## src/varint_decoder_assert.svh

```systemverilog
// ----------------------------------------------------------------------------
// varint_decoder_assert.svh - assertion macros
// Concurrent assertion wrappers; empty when SYNTHESIS is defined.
// ----------------------------------------------------------------------------
`ifndef VARINT_DECODER_ASSERT_SVH
`define VARINT_DECODER_ASSERT_SVH

`ifndef SYNTHESIS
// Same-cycle implication, held off during reset.
`define VD_ASSERT_IMP(label, clk, rst, ante, cons) \
  label: assert property (@(posedge clk) disable iff (rst) (ante) |-> (cons)) \
    else $error("varint_decoder: same-cycle check failed");
// Next-cycle implication, held off during reset.
`define VD_ASSERT_NEXT(label, clk, rst, ante, cons) \
  label: assert property (@(posedge clk) disable iff (rst) (ante) |=> (cons)) \
    else $error("varint_decoder: next-cycle check failed");
`else
`define VD_ASSERT_IMP(label, clk, rst, ante, cons)
`define VD_ASSERT_NEXT(label, clk, rst, ante, cons)
`endif

`endif

```

## src/vd_pkg.sv

```systemverilog
`timescale 1ns / 1ps
// ----------------------------------------------------------------------------
// vd_pkg - varint decoder package
// Shared widths, register codes and the structs passed between stages.
// ----------------------------------------------------------------------------
package vd_pkg;

  localparam int unsigned VALUE_W     = 64;
  localparam int unsigned BYTE_W      = 8;
  localparam int unsigned GROUP_W     = 7;
  localparam int unsigned COUNT_W     = 4;
  localparam int unsigned CONT_BIT    = 7;
  localparam int unsigned FULL_GROUPS = 9;
  localparam int unsigned NARROW_W    = 32;
  localparam int unsigned ADDR_W      = 3;
  localparam int unsigned DATA_W      = 32;

  localparam logic [COUNT_W-1:0] COUNT_MAX  = 4'd15;
  localparam logic [COUNT_W-1:0] STRADDLE_K = 4'd9;
  localparam logic [COUNT_W-1:0] OVF_MIN_K  = 4'd10;

  // register index, taken from paddr[2]
  localparam logic REG_SIGNED = 1'b0;
  localparam logic REG_NARROW = 1'b1;

  typedef struct packed {
    logic signed_mode;
    logic narrow_mode;
  } vd_cfg_t;

  typedef struct packed {
    logic [VALUE_W-1:0] raw;
    logic [COUNT_W-1:0] count;
    logic               ovf;
    logic               last;
  } vd_word_t;

endpackage

```

## src/vd_accum.sv

```systemverilog
`timescale 1ns / 1ps
// ----------------------------------------------------------------------------
// vd_accum - group accumulator
// Merges one 7-bit group per step into the running value and tracks count.
// ----------------------------------------------------------------------------
module vd_accum import vd_pkg::*; (
  input  logic              clk,
  input  logic              rst,
  input  logic              step,
  input  logic [BYTE_W-1:0] stream_byte,
  output vd_word_t          word
);

  logic [VALUE_W-1:0] accumulator;
  logic [COUNT_W-1:0] group_count;
  logic               overflow_seen;

  logic [VALUE_W-1:0] accumulator_next;
  logic [COUNT_W-1:0] group_count_next;
  logic               overflow_seen_next;
  logic [GROUP_W-1:0] pay;

  always_comb begin
    pay                = stream_byte[GROUP_W-1:0];
    accumulator_next   = accumulator;
    overflow_seen_next = overflow_seen;
    for (int g = 0; g < FULL_GROUPS; g++) begin
      if (group_count == COUNT_W'(g)) begin
        accumulator_next = accumulator | (VALUE_W'(pay) << (GROUP_W * g));
      end
    end
    if (group_count == STRADDLE_K) begin
      accumulator_next[VALUE_W-1] = accumulator[VALUE_W-1] | pay[0];
      if (|pay[GROUP_W-1:1]) begin
        overflow_seen_next = 1'b1;
      end
    end else if (group_count >= OVF_MIN_K) begin
      if (|pay) begin
        overflow_seen_next = 1'b1;
      end
    end
    group_count_next = (group_count == COUNT_MAX) ? COUNT_MAX : group_count + 1'b1;
  end

  assign word.raw   = accumulator_next;
  assign word.count = group_count_next;
  assign word.ovf   = overflow_seen_next;
  assign word.last  = ~stream_byte[CONT_BIT];

  always_ff @(posedge clk) begin
    if (rst) begin
      accumulator   <= '0;
      group_count   <= '0;
      overflow_seen <= 1'b0;
    end else if (step) begin
      if (word.last) begin
        // value complete: start the next one from zero
        accumulator   <= '0;
        group_count   <= '0;
        overflow_seen <= 1'b0;
      end else begin
        accumulator   <= accumulator_next;
        group_count   <= group_count_next;
        overflow_seen <= overflow_seen_next;
      end
    end
  end

endmodule

```

## src/vd_finish.sv

```systemverilog
`timescale 1ns / 1ps
// ----------------------------------------------------------------------------
// vd_finish - value formatter
// Applies sign-in-low-bit decoding and 32-bit narrowing to a raw value.
// ----------------------------------------------------------------------------
module vd_finish import vd_pkg::*; (
  input  vd_cfg_t            cfg,
  input  logic [VALUE_W-1:0] raw,
  output logic [VALUE_W-1:0] value
);

  logic [VALUE_W-1:0] mag;
  logic [VALUE_W-1:0] wide;

  always_comb begin
    mag = raw >> 1;
    if (cfg.signed_mode) begin
      wide = raw[0] ? (VALUE_W'(0) - mag) : mag;
    end else begin
      wide = raw;
    end
    if (cfg.narrow_mode) begin
      if (cfg.signed_mode) begin
        value = {{(VALUE_W-NARROW_W){wide[NARROW_W-1]}}, wide[NARROW_W-1:0]};
      end else begin
        value = {{(VALUE_W-NARROW_W){1'b0}}, wide[NARROW_W-1:0]};
      end
    end else begin
      value = wide;
    end
  end

endmodule

```

## src/varint_decoder.sv

```systemverilog
`timescale 1ns / 1ps
// ----------------------------------------------------------------------------
// varint_decoder - LEB128-style variable-length integer decoder
// Decodes little-endian 7-bit groups into 64-bit values, one byte per cycle while in_stall is low.
// ----------------------------------------------------------------------------
// Usage:
//   Input channel (in_valid / in_stall / stream_byte) carries one encoded byte
//   per item; bit 7 set means another byte of the same value follows.
//   Output channel (out_valid / out_stall) carries one item per value:
//   decoded_value, byte_count (saturating at 15) and overflow.
//   An accepted byte lands in the input register, is then merged into the
//   accumulator and, if it ends a value, the result is registered in the
//   result register once that register has room; out_valid rises with it.
//   Throughput: one byte per cycle while in_stall is low; the only per-byte path
//   is the shift-OR into the accumulator followed by the 64-bit negate of signed mode.
//   Configuration: APB registers signed_mode (0x0) and narrow_mode (0x4), read
//   when a value completes. Write them only while the decoder is idle.
//   Reset clears the accumulator, both mode registers and both valid flags.
//   When the receiver stalls with a result pending, continuation bytes still
//   merge; a byte that would end the next value waits in the input register,
//   and in_stall rises only then.
// ----------------------------------------------------------------------------
module varint_decoder import vd_pkg::*; (
  input  logic               clk,
  input  logic               rst,
  // byte input channel
  input  logic               in_valid,
  output logic               in_stall,
  input  logic [BYTE_W-1:0]  stream_byte,
  // value output channel
  output logic               out_valid,
  input  logic               out_stall,
  output logic [VALUE_W-1:0] decoded_value,
  output logic [COUNT_W-1:0] byte_count,
  output logic               overflow,
  // configuration port
  input  logic               psel,
  input  logic               penable,
  input  logic               pwrite,
  input  logic [ADDR_W-1:0]  paddr,
  input  logic [DATA_W-1:0]  pwdata,
  output logic [DATA_W-1:0]  prdata,
  output logic               pready
);

  `include "varint_decoder_assert.svh"

  vd_cfg_t            cfg;
  logic               in_q_valid;
  logic [BYTE_W-1:0]  byte_q;
  logic               in_accept;
  logic               step;
  logic               can_step;
  logic               emit;
  vd_word_t           word;
  logic [VALUE_W-1:0] finished;

  // ---------------- configuration registers ----------------
  assign pready = 1'b1;

  always_ff @(posedge clk) begin
    if (rst) begin
      cfg <= '0;
    end else if (psel && penable && pwrite && pready) begin
      case (paddr[2])
        REG_SIGNED: cfg.signed_mode <= pwdata[0];
        REG_NARROW: cfg.narrow_mode <= pwdata[0];
        default:    cfg <= cfg;
      endcase
    end
  end

  always_comb begin
    case (paddr[2])
      REG_SIGNED: prdata = {{(DATA_W-1){1'b0}}, cfg.signed_mode};
      REG_NARROW: prdata = {{(DATA_W-1){1'b0}}, cfg.narrow_mode};
      default:    prdata = '0;
    endcase
  end

  // ---------------- input register ----------------
  // A continuation byte can always merge; a final byte needs room in the
  // result register (empty, or being taken this cycle).
  assign can_step  = ~word.last | ~out_valid | ~out_stall;
  assign step      = in_q_valid & can_step;
  assign emit      = step & word.last;
  assign in_stall  = in_q_valid & ~can_step;
  assign in_accept = in_valid & ~in_stall;

  always_ff @(posedge clk) begin
    if (rst) begin
      in_q_valid <= 1'b0;
    end else if (in_accept) begin
      in_q_valid <= 1'b1;
    end else if (step) begin
      // byte consumed, nothing new behind it
      in_q_valid <= 1'b0;
    end
  end

  always_ff @(posedge clk) begin
    if (in_accept) begin
      byte_q <= stream_byte;
    end
  end

  // ---------------- accumulate and format ----------------
  vd_accum u_accum (
    .clk         (clk),
    .rst         (rst),
    .step        (step),
    .stream_byte (byte_q),
    .word        (word)
  );

  vd_finish u_finish (
    .cfg   (cfg),
    .raw   (word.raw),
    .value (finished)
  );

  // ---------------- result register ----------------
  always_ff @(posedge clk) begin
    if (rst) begin
      out_valid <= 1'b0;
    end else if (emit) begin
      out_valid <= 1'b1;
    end else if (!out_stall) begin
      // result taken, drop it
      out_valid <= 1'b0;
    end
  end

  always_ff @(posedge clk) begin
    if (emit) begin
      decoded_value <= finished;
      byte_count    <= word.count;
      overflow      <= word.ovf;
    end
  end

  // ---------------- checks ----------------
  `VD_ASSERT_IMP(a_stall_only_on_full, clk, rst, in_stall, out_valid && out_stall)
  `VD_ASSERT_IMP(a_count_nonzero, clk, rst, out_valid, byte_count != '0)
  `VD_ASSERT_IMP(a_ovf_needs_long, clk, rst, out_valid && overflow, byte_count >= OVF_MIN_K)
  `VD_ASSERT_NEXT(a_emit_loads, clk, rst, emit, out_valid)

endmodule

```

## config.mk

```make
export PLATFORM = sky130hd
export DESIGN_NAME = varint_decoder
export DESIGN_NICKNAME = d
export VERILOG_FILES = /design/src/vd_pkg.sv /design/src/vd_accum.sv /design/src/vd_finish.sv /design/src/varint_decoder.sv
export VERILOG_INCLUDE_DIRS = /design/src /design/src/src
export SDC_FILE = /design/constraint.sdc
export NUM_CORES = 1
export LEC_CHECK = 0
export ABC_AREA = 1
export ABC_CLOCK_PERIOD_IN_PS = 6780
export BUFFER_PORTS_ARGS = -buffer_cell sky130_fd_sc_hd__buf_4
export CORE_MARGIN = 1
export CORE_UTILIZATION = 40
export CTS_BUF_LIST = sky130_fd_sc_hd__clkbuf_4 sky130_fd_sc_hd__clkbuf_8
export DETAILED_ROUTE_END_ITERATION = 7
export PLACE_DENSITY_LB_ADDON = 0.1
export REMOVE_ABC_BUFFERS = 1
export SETUP_SLACK_MARGIN = 0.1
export SYNTH_ARGS = -nofsm -noshare
export SYNTH_HDL_FRONTEND = slang
export SYNTH_HIERARCHICAL = 1
export SYNTH_SLANG_ARGS = --single-unit
```

## constraint.sdc

```tcl
create_clock -name clk -period 6.78 [get_ports clk]
set_input_delay 1.695 -clock clk [delete_from_list [all_inputs] [get_ports clk]]
set_output_delay 1.695 -clock clk [all_outputs]
set_load 0.01 [all_outputs]
```

# Word level (Yosys, flattened, before mapping)
# Cells that the tools add are included.
dict set report totals {
  ff_bits 150
  wordCells 82
}
dict set report op_classes {
  addsub 2
  magnitude_cmp 1
  n_eq_ne 11
  muxes 27
  bitwise_logic 22
  reduce_logical 8
}
# operator count
set op_table {}
lappend op_table {{64-bit 2-to-1 mux} 14}
lappend op_table {{64-bit by 14-bit OR with 64-bit output} 1}
lappend op_table {{64-bit by 21-bit OR with 64-bit output} 1}
lappend op_table {{64-bit by 28-bit OR with 64-bit output} 1}
lappend op_table {{64-bit by 35-bit OR with 64-bit output} 1}
lappend op_table {{64-bit by 42-bit OR with 64-bit output} 1}
lappend op_table {{64-bit by 49-bit OR with 64-bit output} 1}
lappend op_table {{64-bit by 56-bit OR with 64-bit output} 1}
lappend op_table {{64-bit by 63-bit OR with 64-bit output} 1}
lappend op_table {{64-bit by 7-bit OR with 64-bit output} 1}
lappend op_table {{32-bit one-hot mux with 2 select lines} 1}
lappend op_table {{1-bit by 63-bit subtractor with 64-bit output (first input constant)} 1}
lappend op_table {{4-bit by 3-bit == test with 1-bit output (second input constant)} 4}
lappend op_table {{4-bit == test (second input constant)} 3}
lappend op_table {{1-bit 2-to-1 mux} 10}
lappend op_table {{4-bit by 2-bit == test with 1-bit output (second input constant)} 2}
lappend op_table {{4-bit 2-to-1 mux} 2}
lappend op_table {{7-bit OR reduction} 1}
lappend op_table {{1-bit NOT} 6}
lappend op_table {{6-bit OR reduction} 1}
lappend op_table {{4-bit by 1-bit adder with 4-bit output (second input constant)} 1}
lappend op_table {{1-bit AND} 4}
lappend op_table {{4-bit by 1-bit == test with 1-bit output (second input constant)} 1}
lappend op_table {{4-bit greater-or-equal comparator (second input constant)} 1}
lappend op_table {{other kinds (6)} 10}

# Logic depth before layout (Yosys ltp)
# Gate-level depths: netlist of run 1.
dict set report depth {
  ltp_word 16
  ltp_mapped 22
  depth_no_buf 21
}

# Hierarchy
# Netlist of run 1, hierarchy kept.
# mod n_inst cells_per_inst area_each_um2 seq_area_each_um2
set by_module_without_submodules {}
lappend by_module_without_submodules {vd_accum 1 518 3578.4 1381.3}
lappend by_module_without_submodules {vd_finish 1 711 3183.1 0.0}
lappend by_module_without_submodules {varint_decoder 1 148 2791.4 2392.3}

# Worst setup path before layout of run 1
# OpenSTA, ideal clock, no wires.
dict set report synth_timing {
  kind {input to register}
  start {in out_stall}
  end {reg byte_count[0], enable pin}
  setup_ns 0.423
  t_arrival_ns 3.271
  required_ns 6.357
  path_slack_ns 3.086
  path_stages 5
  path_buffers 0
  cell_sequence {nand3_2 > nand2_1 > inv_1 > nand2_1 > inv_1}
}
dict set report synth_via {
  elab_chain_len 4
}
# element line_no
set synth_lines {}
lappend synth_lines {{from (decl)} varint_decoder.sv:32} ;# input logic out_stall,
lappend synth_lines {{1-bit NOT} varint_decoder.sv:84} ;# assign can_step = ~word.last | ~out_valid | ~out_stall;
lappend synth_lines {{1-bit OR} varint_decoder.sv:84}
lappend synth_lines {{1-bit AND} varint_decoder.sv:85} ;# assign step = in_q_valid & can_step;
lappend synth_lines {{via step} varint_decoder.sv:52} ;# logic step;
lappend synth_lines {{1-bit AND} varint_decoder.sv:86} ;# assign emit = step & word.last;
lappend synth_lines {{via emit} varint_decoder.sv:54} ;# logic emit;
lappend synth_lines {{to (signal assigned)} varint_decoder.sv:137} ;# byte_count <= word.count;
lappend synth_lines {{to (decl)} varint_decoder.sv:34} ;# output logic [COUNT_W-1:0] byte_count,
# The timed path passes the listed nets, and every way through them passes these cells.
# A chain may end at the register's enable or synchronous reset.

==> results of run 1 <==
kinds of logic after synthesis:
| family | after synthesis | share of synthesized area (%) |
|---|---|---|
| other | 2 | 0.0786 |
| and+or+nand+nor | 698 | 31.9 |
| DFF | 150 | 39.5 |
| adders and majority gates | 6 | 0.786 |
| xor gates and xnor gates | 27 | 2.48 |
| AOI/OAI and AO/OA | 240 | 13.0 |
| buffers and inverters | 254 | 12.2 |
flip-flops by register name, summed over array words and instances, names as in the netlist:
signal / flops
byte_count: 4
byte_q: 8
cfg: 2
decoded_value: 64
in_q_valid: 1
out_valid: 1
overflow: 1
u_accum/accumulator: 64
u_accum/group_count: 4
u_accum/overflow_seen: 1
power breakdown:
group          internal, W  switching [W]  leakage [nW]  total (W)
Combinational    0.0000847       0.000189          3.63   0.000274
Clock             0.000306       0.000408         0.198   0.000714
Sequential        0.000972      0.0000147          1.30   0.000987
critical path, delay by kind of cell (launching register included):
family	cells	cell delay, ns
and+or+nand+nor	8	1.68
buffers and inverters	4	0.80
DFF	1	0.46
AOI/OAI and AO/OA	2	0.45
adders and majority gates	1	0.23
metrics by stage:
stage | hold slack, ns | total power (W)
floorplan | 0.439 | 0.00118
global placement | 0.452 | 0.00128
detailed placement | 0.459 | 0.00128
CTS | 0.474 | 0.00200
global route | 0.492 | 0.00207
finish | 0.472 | 0.00198
layout make-up:
type                    count  area share, %
multi-input cells        1003           44.4
flip-flops and latches    150           35.5
repair buffers             97           6.84
inverters                 163           5.84
well taps                 319           3.75
clock buffers              17           2.20
clock inverters            15           1.49
cells in the final DEF, fill, tap and decap left out, types with 2 or more instances in the layout:
cell	count
inv_1	152
nor2_4	4
conb_1	32
nor3_4	4
clkbuf_8	17
a31oi_1	8
clkinv_4	5
o21ai_2	2
dfxtp_1	73
nand3_2	4
nand3_1	90
nor2_8	2
nor2_2	9
xor2_1	21
o21ai_0	94
o21ai_1	7
nand4_1	7
nor3_1	34
nor2_1	143
buf_4	97
o21ai_4	2
xnor2_1	6
nand2_2	12
ha_1	6
a21oi_1	125
inv_6	5
inv_8	4
clkinv_1	2
and3_1	7
inv_2	7
nand2_1	376
edfxtp_1	77
routing by layer:
metal | GRT usage, % | vias to the layer above | part of all wire (%)
li1 | - | 4489 | -
met1 | 34.5 | 4042 | 47
met2 | 35.5 | 318 | 43
met3 | 3.35 | 32 | 7.3
met4 | 7.14 | 0 | 2.4
met5 | 0 | - | 0
final timing paths:
kind | to | slack (ns) | depth (start not counted)
worst max-delay path | decoded_value[42] | 2.92 | 15
worst min-delay path | u_accum/accumulator[7] | 0.47 | 2
worst max register to register | decoded_value[42] | 2.92 | 15
worst min register to register | u_accum/accumulator[7] | 0.47 | 2
==> metrics.csv, run 1 <==
metric,value,unit
CTS Root Cell,clkbuf_8,
most frequent cell after synthesis,nand2_1,
Leakage,5.12,nW
Final Cycle Share,57.0,%
max frequency,0.259,GHz
CP peak stage delay,0.63,ns
min Tclk post-route,3.86,ns
Post-synth ARST share,0,%
synthesized flop and latch total,150,
Layout fillers,2466,
Finished Cell Area,10600,um^2
FF+latch area,3770,um^2
Final Hold Viols,0,
MaxCap Viol Count,0,
Post-Syn Area per Cell,6.94,um^2
all-layer global routing usage,23.5,%
CTS tree,built,
Yosys top cell by area,edfxtp_1,
clk slew on worst S/H paths,0.10,ns
RR Startpoint,u_accum/group_count[0],
share of cells above drive strength 1,12.5,%
crit start category,flop,
fin. max-slew vios,0,
vias per cell,5.03,
DIE AREA,24500,um^2
mapped cell area,9550,um^2
Antenna Nets Post-Route,0,
num ports,154,
ant diodes,0,
drt drc,0,
vias in the first global route,7769,
area occupied by multi-input gates,4720,um^2
Post-synth EDFFs,77,
Vias,8881,
setup TNS after final layout,0,ns
Post-CTS Setup Bufs,0,
largest net degree at the start of global routing,87,
initial DRC count,703,
hold buffer count at CTS,0,
"Req. time, crit path",6.99,ns
area delta synth->final,11.4,%
Cells after Synth,1377,
outcome,"finished, final reports clean",
Worst Tran Pin Value,1.17,ns
Port Buffer Count,88,
final worst slack,2.92,ns
final net count,1488,
Yosys warning count,6,
wire per inst,15.8,um
fin util,45.3,%
GP Congestion,0.932,
clock sinks,150,
"top cells by area, synth","edfxtp_1, dfxtp_1, nand2_1, a21oi_1, inv_1",
final non-filler cell total,1764,
worst skew pair latency,0.47,ns
crit end category,flop,
drt first pass iters,5,
core area,23500,um^2
RSZ-0062 raised after global routing,no,
critical-path cell list,inv_1 > ha_1 > inv_2 > nand3_1 > nor3_4 > nand2_1 > nand2_2 > buf_4 > o21ai_0 > nand3_1 > inv_1 > nand3_1 > nand2_1 > o21ai_0 > nand2_1,
CTS Buffer Depth,2,
Slowest cell on crit path,nand2_2,
die width,157,um
Main synth FF type,edfxtp_1,
global-route wire length before repair,43.5,mm
CTS-repair resized insts,0,
pwr/cell area,186,nW/um^2
Arrival @ worst endpoint,4.08,ns
CP startpoint,u_accum/group_count[0],
final wirelength,27.9,mm
Worst VDD drop,95.5,uV
min-delay worst type,flop to flop,
Synth top cells by count,"nand2_1, inv_1, nor2_1",
Initial Utilization,40.7,%
Crit Path Category,flop to flop,
initial antenna violation count,0,
Hold Startpoint,u_accum/accumulator[7],
GRT overflow,0,
row cnt,56,
DPL Wire Length,20.5,mm
post-synth cell types,42,
Synth top area share,24.2,%
worst slack at placement,2.94,ns
worst-path maximum fanout,42,
cts bufs inserted,17,
slew margin rel.,21.7,%
H-Tree Depth,4,
Die Ht,157,um
DP Area,10200,um^2
# placed instances,1732,
post-synthesis sequential area ratio,39.5,%
Worst Skew,0.0155,ns
Final Setup Violations,0,
(Power assumes the default switching activity.)
==> inputs of run 2 (changes only) <==
Settings changed: ABC_AREA 1 to 0, ABC_CLOCK_PERIOD_IN_PS 6780 to 3500.
Clock period 6.78 ns to 3.5 ns, I/O delays scaled along.
==> run 2 against run 1 <==
  * The run now ends with setup timing left
  * First-iteration DRC count decreased by 33%
  * Worst hold slack got worse by 0.0071 ns
  * Critical path depth decreased by 1
  * Synthesized cell count decreased by 33%
  * Routed wire length decreased by 7.8%
  * Maximum frequency increased by 9.9%
  * Clock skew decreased by 0.0028 ns
  * Flip-flop and latch count unchanged
  * Combinational power increased by 120%
  * Register-to-register slack got worse by 2.9 ns
  * Design area increased by 9.1%
  * Core utilization increased by 9.9 points
  * Critical path type unchanged
  * Critical endpoint is now decoded_value[61]
  * Highest routed layer unchanged
==> metrics.csv, run 2 <==
metric,value,unit
Cells after Synth,924,
most frequent cells in the layout,"buf_4, nor2_1, edfxtp_1",
initial antenna violation count,0,
Yosys warning count,6,
hold buffer count at CTS,0,
crit start category,flop,
Worst Skew,0.0127,ns
CTS tree,built,
global-route wire length before repair,39.6,mm
Main synth FF type,edfxtp_1,
"most common cell after layout, fill and taps aside",buf_4,
final non-filler cell total,1441,
worst-path maximum fanout,6,
mapped cell area,8570,um^2
# placed instances,1381,
synthesized flop and latch total,150,
RSZ-0062 raised after global routing,yes,
Post-Syn Area per Cell,9.27,um^2
DIE AREA,22000,um^2
min Tclk post-route,3.51,ns
failing checks,setup timing,
vias per cell,5.48,
min-delay worst type,flop to flop,
final net count,1209,
Post-synth ARST share,0,%
Leakage,5.17,nW
cts bufs inserted,17,
die width,148,um
FF+latch area,3780,um^2
Worst VDD drop,211,uV
pwr/cell area,345,nW/um^2
post-synthesis sequential area ratio,44.0,%
GRT overflow,0,
slew margin rel.,52.9,%
Final Cycle Share,100,%
Largest regs,"decoded_value x64, u_accum/accumulator x64, byte_q x8",
share of cells above drive strength 1,35.2,%
Crit Path Category,flop to flop,
Initial Utilization,40.8,%
outcome,"complete, but fails checks",
drt drc,0,
num ports,154,
Final Setup Violations,2,
worst skew pair latency,0.46,ns
largest net degree at the start of global routing,66,
max frequency,0.285,GHz
worst slack at placement,-0.371,ns
post-synth cell types,74,
Synth top cells by count,"nor2_1, edfxtp_1, dfxtp_1",
Worst Tran Pin Value,0.706,ns
Layout fillers,1958,
ant diodes,0,
GP Congestion,0.893,
area delta synth->final,35.4,%
Synth top area share,27.0,%
Tot Pwr,0.00400,W
Arrival @ worst endpoint,3.73,ns
area occupied by multi-input gates,4760,um^2
Yosys top cell by area,edfxtp_1,
Final Hold Viols,0,
DPL Wire Length,18.1,mm
fin. max-slew vios,0,
"Req. time, crit path",3.71,ns
clk slew on worst S/H paths,0.08,ns
CTS Buffer Depth,2,
vias in the first global route,7245,
all-layer global routing usage,23.2,%
H-Tree Depth,4,
"top cells by area, synth","edfxtp_1, dfxtp_1, nor2_1, a31oi_1, a21o_1",
core area,21000,um^2
MaxCap Viol Count,0,
row cnt,53,
Die Ht,148,um
final wirelength,25.8,mm
wire per inst,17.9,um
initial DRC count,469,
Post-synth EDFFs,77,
fin util,55.2,%
R2R setup slack,-0.01,ns
Port Buffer Count,88,
clock sinks,150,
most frequent cell after synthesis,nor2_1,
crit end category,flop,
drt first pass iters,7,
CTS Root Cell,clkbuf_8,
final worst slack,-0.0142,ns
Antenna Nets Post-Route,0,
Vias,7891,
run 2: cell count changes in the layout (fill, tap and decap cells not counted), sizes merged, moves of 36 or more:
| cell | delta |
|---|---|
| o21ai | -86 |
| a21o | +44 |
| a21oi | -78 |
| nor2 | -36 |
| inv | -155 |
| a31oi | +49 |
| nand3 | -84 |
| buf | +185 |
| nand2 | -335 |
run 2: area by class of cell:
type / instances / area share [%]
clock buffer: 21 / 2.38
tap: 275 / 2.97
timing repair buffer: 283 / 19.1
multi-input combinational: 687 / 41.1
sequential: 150 / 32.6
clock inverter: 11 / 1.34
inverter: 14 / 0.518
run 2: kinds of logic after synthesis:
logic type                 synth area share, %
and+or+nand+nor                           20.6
AOI/OAI and AO/OA                         22.2
DFF                                       44.0
buffers and inverters                     7.33
xor gates and xnor gates                  3.48
muxes                                     1.43
adders and majority gates                0.876
other                                   0.0876
run 2: what timing repair did:
action | CTS | global route
hold endpoints to repair | 0 | 0
pin swaps | 23 | 26
buffers inserted | 9 | 16
cloned | 0 | 3
setup endpoints to repair | 37 | 37
resized for setup | 66 | 51
run 2: path summary, 6_finish.rpt:
kind | startpoint | end | cells past startpoint
setup reg to reg | u_accum/group_count[1] | decoded_value[61] | 14
hold / removal | u_accum/accumulator[30] | u_accum/accumulator[30] | 2
hold reg to reg | u_accum/accumulator[30] | u_accum/accumulator[30] | 2
setup / recovery | u_accum/group_count[1] | decoded_value[61] | 14
run 2: power by group:
part	leakage, nW	internal [W]	total, W	switching [W]
combinational	3.62	0.000275	0.000612	0.000337
sequential	1.33	0.00188	0.00190	0.0000254
clock	0.223	0.000821	0.00148	0.000664
run 2: per-stage QoR:
stage | hold WS (ns) | TNS (ns) | area, um^2
finish | 0.465 | -0.0262 | 11600
global route | 0.488 | -1.15 | 11600
CTS | 0.468 | 0 | 11200
detailed placement | 0.454 | -6.61 | 10400
global placement | 0.440 | -6.13 | 10400
floorplan | 0.431 | -110.21 | 8110
run 2: worst max-delay path, cell delays in order, from the launching register on:
cell,delay (ns)
dfxtp_4,0.39
inv_6,0.08
ha_4,0.14
nand3b_1,0.09
buf_6,0.15
buf_6,0.13
nand2_2,0.08
o21bai_1,0.12
or3_1,0.34
or4_4,0.61
o31ai_4,0.28
xor2_2,0.26
nor2_4,0.09
buf_6,0.15
or3_1,0.36
run 2: routing by layer:
| metal | vias up | routed length (um) | global-route usage [%] | share of wire (%) |
|---|---|---|---|---|
| li1 | 3823 | - | - | - |
| met1 | 3754 | 11600 | 31.1 | 45 |
| met2 | 278 | 12200 | 37.9 | 47 |
| met3 | 36 | 1390 | 3.74 | 5.4 |
| met4 | 0 | 555 | 7.99 | 2.2 |
| met5 | - | 0 | 0 | 0 |
